==> config.mk <==
export PLATFORM = sky130hd
export DESIGN_NAME = delta_list_timer_queue_core
export DESIGN_NICKNAME = d
export VERILOG_FILES = /design/src/rtl/core/dltq_pkg.sv /design/src/rtl/core/delta_list_timer_queue_core.sv /design/src/rtl/core/dltq_cell.sv
export SDC_FILE = /design/constraint.sdc
export NUM_CORES = 2
export LEC_CHECK = 0
export BUFFER_PORTS_ARGS = -buffer_cell sky130_fd_sc_hd__buf_2
export CAP_MARGIN = 10
export CORE_MARGIN = 4
export CORE_UTILIZATION = 30
export CTS_CLUSTER_DIAMETER = 50
export DETAILED_ROUTE_END_ITERATION = 8
export GPL_TIMING_DRIVEN = 1
export PLACE_DENSITY_LB_ADDON = 0.3
export SYNTH_ARGS = -nofsm -noshare
export SYNTH_HDL_FRONTEND = slang
export SYNTH_HIERARCHICAL = 1
export SYNTH_SLANG_ARGS = --single-unit
==> constraint.sdc <==
create_clock -name clk_i -period 13.9 [get_ports clk_i]
set_input_delay 1.39 -clock clk_i [delete_from_list [all_inputs] [get_ports clk_i]]
set_output_delay 1.39 -clock clk_i [all_outputs]
set_load 0.05 [all_outputs]
==> src/rtl/core/dltq_pkg.sv <==
// ----------------------------------------------------------------------------
// dltq_pkg
// Shared types and constants for the delta list timer queue: request and
// result payloads, the slot record that moves along the cell chain, and the
// per-cell command structs.
// ----------------------------------------------------------------------------
package dltq_pkg;

  // command codes
  localparam logic CMD_TICK = 1'b0;
  localparam logic CMD_ADD  = 1'b1;

  // register map (byte addresses)
  localparam int unsigned PADDR_W        = 3;
  localparam logic [2:0]  ADDR_TICK_STEP = 3'h0;

  localparam int unsigned TAG_W   = 8;
  localparam int unsigned ID_W    = 3;
  localparam int unsigned DELAY_W = 32;
  localparam int unsigned STEP_W  = 16;

  // input request payload
  typedef struct packed {
    logic               cmd;
    logic [TAG_W-1:0]   task_tag;
    logic [DELAY_W-1:0] start_delay;
    logic [DELAY_W-1:0] repeat_period;
  } dltq_in_t;

  // result payload
  typedef struct packed {
    logic [3:0]       assigned_id;
    logic             head_ready;
    logic [ID_W-1:0]  head_id;
    logic [TAG_W-1:0] head_tag;
  } dltq_out_t;

  // one task slot
  typedef struct packed {
    logic [TAG_W-1:0]   tag;
    logic [ID_W-1:0]    id;
    logic [DELAY_W-1:0] delay;
    logic [DELAY_W-1:0] period;
    logic               flag;
  } dltq_slot_t;

  // add request broadcast to every cell during a walk
  typedef struct packed {
    logic [TAG_W-1:0]   tag;
    logic [DELAY_W-1:0] want;
    logic [DELAY_W-1:0] period;
    logic [ID_W-1:0]    new_id;
  } dltq_add_t;

  // tick command for a cell
  typedef struct packed {
    logic              tick;
    logic [STEP_W-1:0] step;
  } dltq_tick_t;

endpackage

==> src/rtl/core/delta_list_timer_queue_core.sv <==
// ----------------------------------------------------------------------------
// delta_list_timer_queue_core
// Timer queue kept as a delta list in a chain of slot cells. An add request
// sends a running-sum wavefront down the chain, one cell per cycle, and
// inserts the task where it lands; a tick counts down the head slot.
//
//   channel   | direction | handshake                 | payload
//   ----------+-----------+---------------------------+-------------------
//   request   | in        | in_valid_i / in_stall_o   | in_req_i  (dltq_in_t)
//   result    | out       | out_valid_o / out_stall_i | out_res_o (dltq_out_t)
//   config    | in        | APB psel/penable/pready   | tick_step @ 0x0
//
// One request is processed at a time; the next one is taken once the result
// of the previous one sits in the output register. A tick or an add to a full
// queue goes from idle straight to the response state; any other add walks
// the wavefront down the chain, one cell per cycle, until it lands in a slot.
// Reset clears all slots to empty with ids SLOTS-1 down to 0 and tick_step
// to 1. A stalled result holds the next request in the response state until
// the result is taken.
// ----------------------------------------------------------------------------
module delta_list_timer_queue_core
  import dltq_pkg::*;
#(
  parameter int unsigned SLOTS = 8
) (
  input  logic               clk_i,
  input  logic               rst_ni,
  // request channel
  input  logic               in_valid_i,
  output logic               in_stall_o,
  input  dltq_in_t           in_req_i,
  // result channel
  output logic               out_valid_o,
  input  logic               out_stall_i,
  output dltq_out_t          out_res_o,
  // configuration port
  input  logic               psel,
  input  logic               penable,
  input  logic               pwrite,
  input  logic [PADDR_W-1:0] paddr,
  input  logic [31:0]        pwdata,
  output logic [31:0]        prdata,
  output logic               pready
);

  localparam int unsigned SUM_W   = DELAY_W + $clog2(SLOTS) + 1;
  localparam logic [31:0] SLOTS_W = 32'(SLOTS);
  localparam logic [3:0]  ID_FULL = SLOTS_W[3:0];

  typedef enum logic [2:0] {
    ST_IDLE = 3'b001,
    ST_WALK = 3'b010,
    ST_RESP = 3'b100
  } state_e;

  state_e state_q, state_d;

  logic [STEP_W-1:0] tick_step_q;
  dltq_add_t         add_q;
  logic [3:0]        res_id_q, res_id_d;
  logic              out_valid_q;
  dltq_out_t         out_res_q;

  logic in_accept;
  logic full;
  logic start;
  logic walk_done;
  logic out_free;

  dltq_slot_t       slot_rec  [SLOTS];
  dltq_slot_t       right_rec [SLOTS];
  logic [SUM_W-1:0] right_sum [SLOTS];
  logic [SLOTS-1:0] right_wave;
  logic [SLOTS-1:0] shift_vec;
  logic [SLOTS-1:0] hit_vec;
  logic [SLOTS-1:0] wave_vec;
  dltq_tick_t       head_tick;

  // configuration register
  assign pready = 1'b1;

  always_ff @(posedge clk_i or negedge rst_ni) begin
    if (!rst_ni) begin
      tick_step_q <= STEP_W'(1);
    end else if (psel && penable && pwrite && (paddr == ADDR_TICK_STEP)) begin
      tick_step_q <= pwdata[STEP_W-1:0];
    end
  end

  always_comb begin
    if (paddr == ADDR_TICK_STEP) begin
      prdata = {{(32-STEP_W){1'b0}}, tick_step_q};
    end else begin
      prdata = '0;
    end
  end

  // request decode
  assign in_stall_o = (state_q != ST_IDLE);
  assign in_accept  = in_valid_i && !in_stall_o;
  assign full       = (slot_rec[SLOTS-1].tag != '0);
  assign start      = in_accept && (in_req_i.cmd == CMD_ADD) && !full;
  assign walk_done  = (|hit_vec) || right_wave[SLOTS-1];
  assign out_free   = !out_valid_q || !out_stall_i;

  assign head_tick.tick = in_accept && (in_req_i.cmd == CMD_TICK);
  assign head_tick.step = tick_step_q;

  // latched add request
  always_ff @(posedge clk_i) begin
    if (start) begin
      add_q.tag    <= in_req_i.task_tag;
      add_q.want   <= in_req_i.start_delay;
      add_q.period <= in_req_i.repeat_period;
      add_q.new_id <= slot_rec[SLOTS-1].id;
    end
  end

  // slot chain
  for (genvar k = 0; k < SLOTS; k++) begin : g_cell
    dltq_slot_t       left_rec;
    logic             left_wave;
    logic [SUM_W-1:0] left_sum;
    logic             left_shift;
    dltq_tick_t       cell_tick;

    if (k == 0) begin : g_head
      assign left_rec   = '0;
      assign left_wave  = start;
      assign left_sum   = '0;
      assign left_shift = 1'b0;
      assign cell_tick  = head_tick;
    end else begin : g_body
      assign left_rec   = right_rec[k-1];
      assign left_wave  = right_wave[k-1];
      assign left_sum   = right_sum[k-1];
      assign left_shift = shift_vec[k-1];
      assign cell_tick  = '0;
    end

    dltq_cell #(
      .SUM_W  (SUM_W),
      .RST_ID (ID_W'(SLOTS - 1 - k))
    ) u_cell (
      .clk_i        (clk_i),
      .rst_ni       (rst_ni),
      .left_i       (left_rec),
      .left_wave_i  (left_wave),
      .left_sum_i   (left_sum),
      .shift_i      (left_shift),
      .add_i        (add_q),
      .tick_i       (cell_tick),
      .slot_o       (slot_rec[k]),
      .right_o      (right_rec[k]),
      .right_wave_o (right_wave[k]),
      .right_sum_o  (right_sum[k]),
      .shift_o      (shift_vec[k]),
      .hit_o        (hit_vec[k]),
      .wave_o       (wave_vec[k])
    );
  end

  // sequencer
  always_comb begin
    state_d  = state_q;
    res_id_d = res_id_q;
    case (state_q)
      ST_IDLE: begin
        if (in_accept) begin
          res_id_d = ID_FULL;
          state_d  = start ? ST_WALK : ST_RESP;
        end
      end
      ST_WALK: begin
        if (walk_done) begin
          res_id_d = (|hit_vec) ? {1'b0, add_q.new_id} : ID_FULL;
          state_d  = ST_RESP;
        end
      end
      ST_RESP: begin
        if (out_free) begin
          state_d = ST_IDLE;
        end
      end
      default: begin
        state_d = ST_IDLE;
      end
    endcase
  end

  always_ff @(posedge clk_i or negedge rst_ni) begin
    if (!rst_ni) begin
      state_q <= ST_IDLE;
    end else begin
      state_q <= state_d;
    end
  end

  always_ff @(posedge clk_i) begin
    res_id_q <= res_id_d;
  end

  // output register
  always_ff @(posedge clk_i or negedge rst_ni) begin
    if (!rst_ni) begin
      out_valid_q <= 1'b0;
    end else if ((state_q == ST_RESP) && out_free) begin
      out_valid_q <= 1'b1;
    end else if (!out_stall_i) begin
      out_valid_q <= 1'b0;
    end
  end

  always_ff @(posedge clk_i) begin
    if ((state_q == ST_RESP) && out_free) begin
      out_res_q.assigned_id <= res_id_q;
      out_res_q.head_ready  <= slot_rec[0].flag;
      out_res_q.head_id     <= slot_rec[0].id;
      out_res_q.head_tag    <= slot_rec[0].tag;
    end
  end

  assign out_valid_o = out_valid_q;
  assign out_res_o   = out_res_q;

  // the wavefront sits in at most one cell
  a_wave_single: assert property (@(posedge clk_i) disable iff (!rst_ni)
    $onehot0(wave_vec))
    else $error("walk wavefront in more than one cell");

  // a task lands in at most one cell
  a_hit_single: assert property (@(posedge clk_i) disable iff (!rst_ni)
    $onehot0(hit_vec))
    else $error("task inserted in more than one cell");

  // the wavefront only moves while walking
  a_wave_walk: assert property (@(posedge clk_i) disable iff (!rst_ni)
    (|wave_vec) |-> (state_q == ST_WALK))
    else $error("wavefront outside a walk");

  // a walk keeps going until it lands
  a_walk_hold: assert property (@(posedge clk_i) disable iff (!rst_ni)
    ((state_q == ST_WALK) && !walk_done) |=> (state_q == ST_WALK))
    else $error("walk left before landing");

  // an add to a full queue starts no walk
  a_full_nowalk: assert property (@(posedge clk_i) disable iff (!rst_ni)
    (in_accept && (in_req_i.cmd == CMD_ADD) && full) |=> (state_q == ST_RESP))
    else $error("walk started on a full queue");

endmodule

==> src/rtl/core/dltq_cell.sv <==
// ----------------------------------------------------------------------------
// dltq_cell
// One slot of the delta list. Holds the slot record and the walk wavefront
// register; adds its delay to the running sum, decides whether the new task
// goes here, and shifts in its left neighbor's record when a task is
// inserted further up the chain.
// ----------------------------------------------------------------------------
module dltq_cell
  import dltq_pkg::*;
#(
  parameter int unsigned     SUM_W  = 36,
  parameter logic [ID_W-1:0] RST_ID = '0
) (
  input  logic             clk_i,
  input  logic             rst_ni,
  input  dltq_slot_t       left_i,
  input  logic             left_wave_i,
  input  logic [SUM_W-1:0] left_sum_i,
  input  logic             shift_i,
  input  dltq_add_t        add_i,
  input  dltq_tick_t       tick_i,
  output dltq_slot_t       slot_o,
  output dltq_slot_t       right_o,
  output logic             right_wave_o,
  output logic [SUM_W-1:0] right_sum_o,
  output logic             shift_o,
  output logic             hit_o,
  output logic             wave_o
);

  dltq_slot_t       slot_q, slot_d;
  logic             wave_q;
  logic [SUM_W-1:0] sum_q;

  logic [SUM_W-1:0]   sum_new;
  logic [SUM_W-1:0]   want_w;
  logic [SUM_W-1:0]   sum_diff;
  logic [DELAY_W-1:0] rem;
  logic [DELAY_W-1:0] new_delay;
  logic [DELAY_W-1:0] tick_delay;
  logic               split;
  logic               hit;

  // running sum and insertion decision
  always_comb begin
    sum_new  = sum_q + SUM_W'(slot_q.delay);
    want_w   = SUM_W'(add_i.want);
    split    = sum_new > want_w;
    hit      = wave_q & (split | (slot_q.tag == '0));
    sum_diff = sum_new - want_w;
    rem      = sum_diff[DELAY_W-1:0];
    if (split) begin
      new_delay = add_i.want - sum_q[DELAY_W-1:0];
    end else begin
      new_delay = add_i.want - sum_new[DELAY_W-1:0];
    end
  end

  // clamped countdown of this slot on a tick
  always_comb begin
    if (slot_q.delay > DELAY_W'(tick_i.step)) begin
      tick_delay = slot_q.delay - DELAY_W'(tick_i.step);
    end else begin
      tick_delay = '0;
    end
  end

  // record handed right: carries the split remainder when the task lands here
  always_comb begin
    right_o = slot_q;
    if (hit && split) begin
      right_o.delay = rem;
      right_o.flag  = slot_q.flag | (rem == '0);
    end
  end

  // next slot contents
  always_comb begin
    slot_d = slot_q;
    if (tick_i.tick && (slot_q.tag != '0)) begin
      slot_d.delay = tick_delay;
      slot_d.flag  = slot_q.flag | (tick_delay == '0);
    end else if (hit) begin
      slot_d.tag    = add_i.tag;
      slot_d.id     = add_i.new_id;
      slot_d.delay  = new_delay;
      slot_d.period = add_i.period;
      slot_d.flag   = (new_delay == '0);
    end else if (shift_i) begin
      slot_d = left_i;
    end
  end

  // slot storage
  always_ff @(posedge clk_i or negedge rst_ni) begin
    if (!rst_ni) begin
      slot_q <= '{tag: '0, id: RST_ID, delay: '0, period: '0, flag: 1'b0};
    end else begin
      slot_q <= slot_d;
    end
  end

  // wavefront flag
  always_ff @(posedge clk_i or negedge rst_ni) begin
    if (!rst_ni) begin
      wave_q <= 1'b0;
    end else begin
      wave_q <= left_wave_i;
    end
  end

  // running sum carried with the wavefront
  always_ff @(posedge clk_i) begin
    sum_q <= left_sum_i;
  end

  assign slot_o       = slot_q;
  assign right_wave_o = wave_q & ~hit;
  assign right_sum_o  = sum_new;
  assign shift_o      = shift_i | hit;
  assign hit_o        = hit;
  assign wave_o       = wave_q;

endmodule
==> impl_results.md <==
- Worst setup SP type: flip-flop
- Hold Fails Final Rpt: 0
- Number of global-route vias before repair: 72600
- Power per Cell Area: 325 nW/um^2
- Worst slew margin: -0.768
- Post-CTS Hold Buffers: 0
- Min cycle time layout: ~11 ns
- Final #Nets: 11500
- First-pass GRT wire length: between 400 and 500 mm
- Max FO, Critical Path: 34
- RSZ-0062 raised after global routing: no
- Syn_area_per_cell: between 7 and 8 sq um
- Req. time, crit path: 14.62 ns
- Layout Utilization: 0.333
- Die W: 532 um
- Dpl ws: 3.05 ns
- Final ANT Viol Nets: 0
- Total track usage: 0.204
- Max-Cap Viols: 0
- Fillers: 29200
- DP HPWL: roughly 240 mm
- Failing checks: max-slew violations
- Endpoints failing setup: 0
- Worst-Skew Late Latency: ~0.8 ns
- GP Congestion: around 0.93
- Lkg Pwr: 39.8 nW
- Worst-Margin Slew: between 2 and 3 ns
- Initial Util: 0.301
- Achievable Freq: 0.0898 GHz
- Drt first-iter violations: 6918
- Max IR drop VDD: 0.000156 V
- Core Box Area: 273000 sq um
- Slowest cell delay on critical path: 1.00 ns
- Drt via density: ~5.5
- Multi-input combinational cell area: 61600 sq um
- Die height: 532 um
- TritonCTS clock tree: built
- Syn. warnings: 6
- Post-route non-filler standard cell count: 14200
- Setup Skew: approximately 0.11 ns
- CTS buffer count: approximately 120
- Final worst path period share: 0.801
- Slew Viols, Final: 28
- Post-Place Cells: around 14000
- Reg clk slew, reported paths: 0.06 ns
- Status: finished, violations left
- Crit Path Class: reg2reg
- H-tree levels: 3
- Drt wl/cell: around 21 um
- Synth Instances: 10400
- Critical path's slowest cell: nor3_4
- Post-CTS setup buffers: 0
- Cell Area, Synth: 82400 sq um
- Total global routing overflow: 0
- Post-Route WL: 303 mm
- CP most frequent cell: buf_4
- Share of cells above drive strength 1: 0.0681
- Sink Count: 724
- Setup TNS: 0 ns
- Crit path from: g_cell[0].u_cell/slot_o[36]$_DFFE_PN0P_
- Site row count: roughly 190
- First-pass iteration count of the detailed router: 6
- Clock Path Buffers: 3
- Clock root buffer master: clkbuf_16
- Largest net degree at the start of global routing: approximately 130
- Min-delay src: g_cell[7].u_cell/right_o[67]$_DFFE_PN0P_
- Initial antenna violation count: 16
- Reg2Reg Launch Point: g_cell[0].u_cell/slot_o[36]$_DFFE_PN0P_
- I/O Buffers: 100
- Vias post-DR: between 70000 and 80000
- Area Growth Syn to Fin: 10.6%
- Cts repair resizes: 0
- HP Class: reg2reg
- Register area: 17000 sq um
- Die ar.: between 200000 and 300000 sq um
- Crit path DAT: 11.85 ns
- Post-route setup slack: 2.77 ns
- CP Capture Type: flip-flop
- DR DRC count: 0
- IO Pins: roughly 170
==> state kept, by name, summed over array words and instances (netlist names) <==
signal,cells
out_valid_o,1
g_cell.u_cell/wave_o,8
tick_step_q,16
res_id_q,4
add_q,43
g_cell.u_cell/right_o,88
g_cell.u_cell/slot_o,257
out_res_o,16
state_q,3
g_cell.u_cell/sum_q,288
==> critical path, delay by kind of cell, from the launching register on <==
kind                     cells  cell delay [ns]
AO/OA/AOI/OAI               15             3.86
AND/OR/NAND/NOR             12             3.33
buffers and inverters       11             2.24
adder cells (fa/ha/maj)      2             0.73
flip-flops                   1             0.44
XOR/XNOR                     1             0.28
==> path summary, 6_finish.rpt <==
path                                                            to  slack [ns]  cells after the start
setup / recovery           g_cell[6].u_cell/slot_o[64]$_DFFE_PN0P_        2.77                     41
hold / removal                                  add_q[2]$_DFFE_PP_        0.46                      0
setup reg to reg           g_cell[6].u_cell/slot_o[64]$_DFFE_PN0P_        2.77                     41
hold reg to reg                                 add_q[2]$_DFFE_PP_        0.46                      0
max in group asynchronous  g_cell[0].u_cell/slot_o[57]$_DFFE_PN0P_       11.01                      3
min in group asynchronous  g_cell[7].u_cell/slot_o[63]$_DFFE_PN0P_        0.62                      1
==> metal layers <==
| layer | GRT usage | wire [um] |
|---|---|---|
| met1 | 0.280 | 138000 |
| met2 | 0.331 | 136000 |
| met3 | 0.0301 | 20000 |
| met4 | 0.0562 | 8880 |
| met5 | 0 | 13 |
==> per-stage QoR <==
step                      hold WS, ns  total power (W)  instance area [sq um]
after global routing            0.464           0.0322                  91100
after CTS                       0.464           0.0293                  91100
after detailed placement        0.435           0.0259                  86900
after floorplan                 0.400           0.0205                  83200
final                           0.464           0.0296                  91100
after global placement          0.449           0.0260                  86900
==> layout make-up <==
class	count	share of cell area
Tap cell	3589	0.0493
Timing Repair Buffer	205	0.0145
Clock buffer	147	0.0360
Sequential cell	724	0.187
Antenna cell	5	0.000137
Clock inverter	81	0.0106
Multi-Input combinational cell	8810	0.676
Inverter	652	0.0269
==> power by group <==
| part | internal [W] | total [W] | switching, W |
|---|---|---|---|
| clock | 0.00190 | 0.00316 | 0.00126 |
| sequential | 0.00299 | 0.00406 | 0.00108 |
| combinational | 0.00895 | 0.0224 | 0.0134 |
| total | 0.0138 | 0.0296 | 0.0158 |
==> layout by cell type, fill, tap and decap left out, drive strengths merged, types with 92 or more instances in the layout <==
cell / n
clkbuf: 147
mux2i: 435
xnor2: 473
xor2: 281
inv: 668
ha: 888
conb: 227
and3: 130
a21oi: 908
or3: 92
a31oi: 160
o21a: 139
o21ai: 873
nand2: 935
a211oi: 97
dfrtp: 359
nor3: 207
buf: 205
and2: 114
nand4: 134
nand3: 233
mux2: 111
o21bai: 116
a21o: 383
o211ai: 97
nor2: 638
dfxtp: 288
Power figures use the tool's default switching activity.
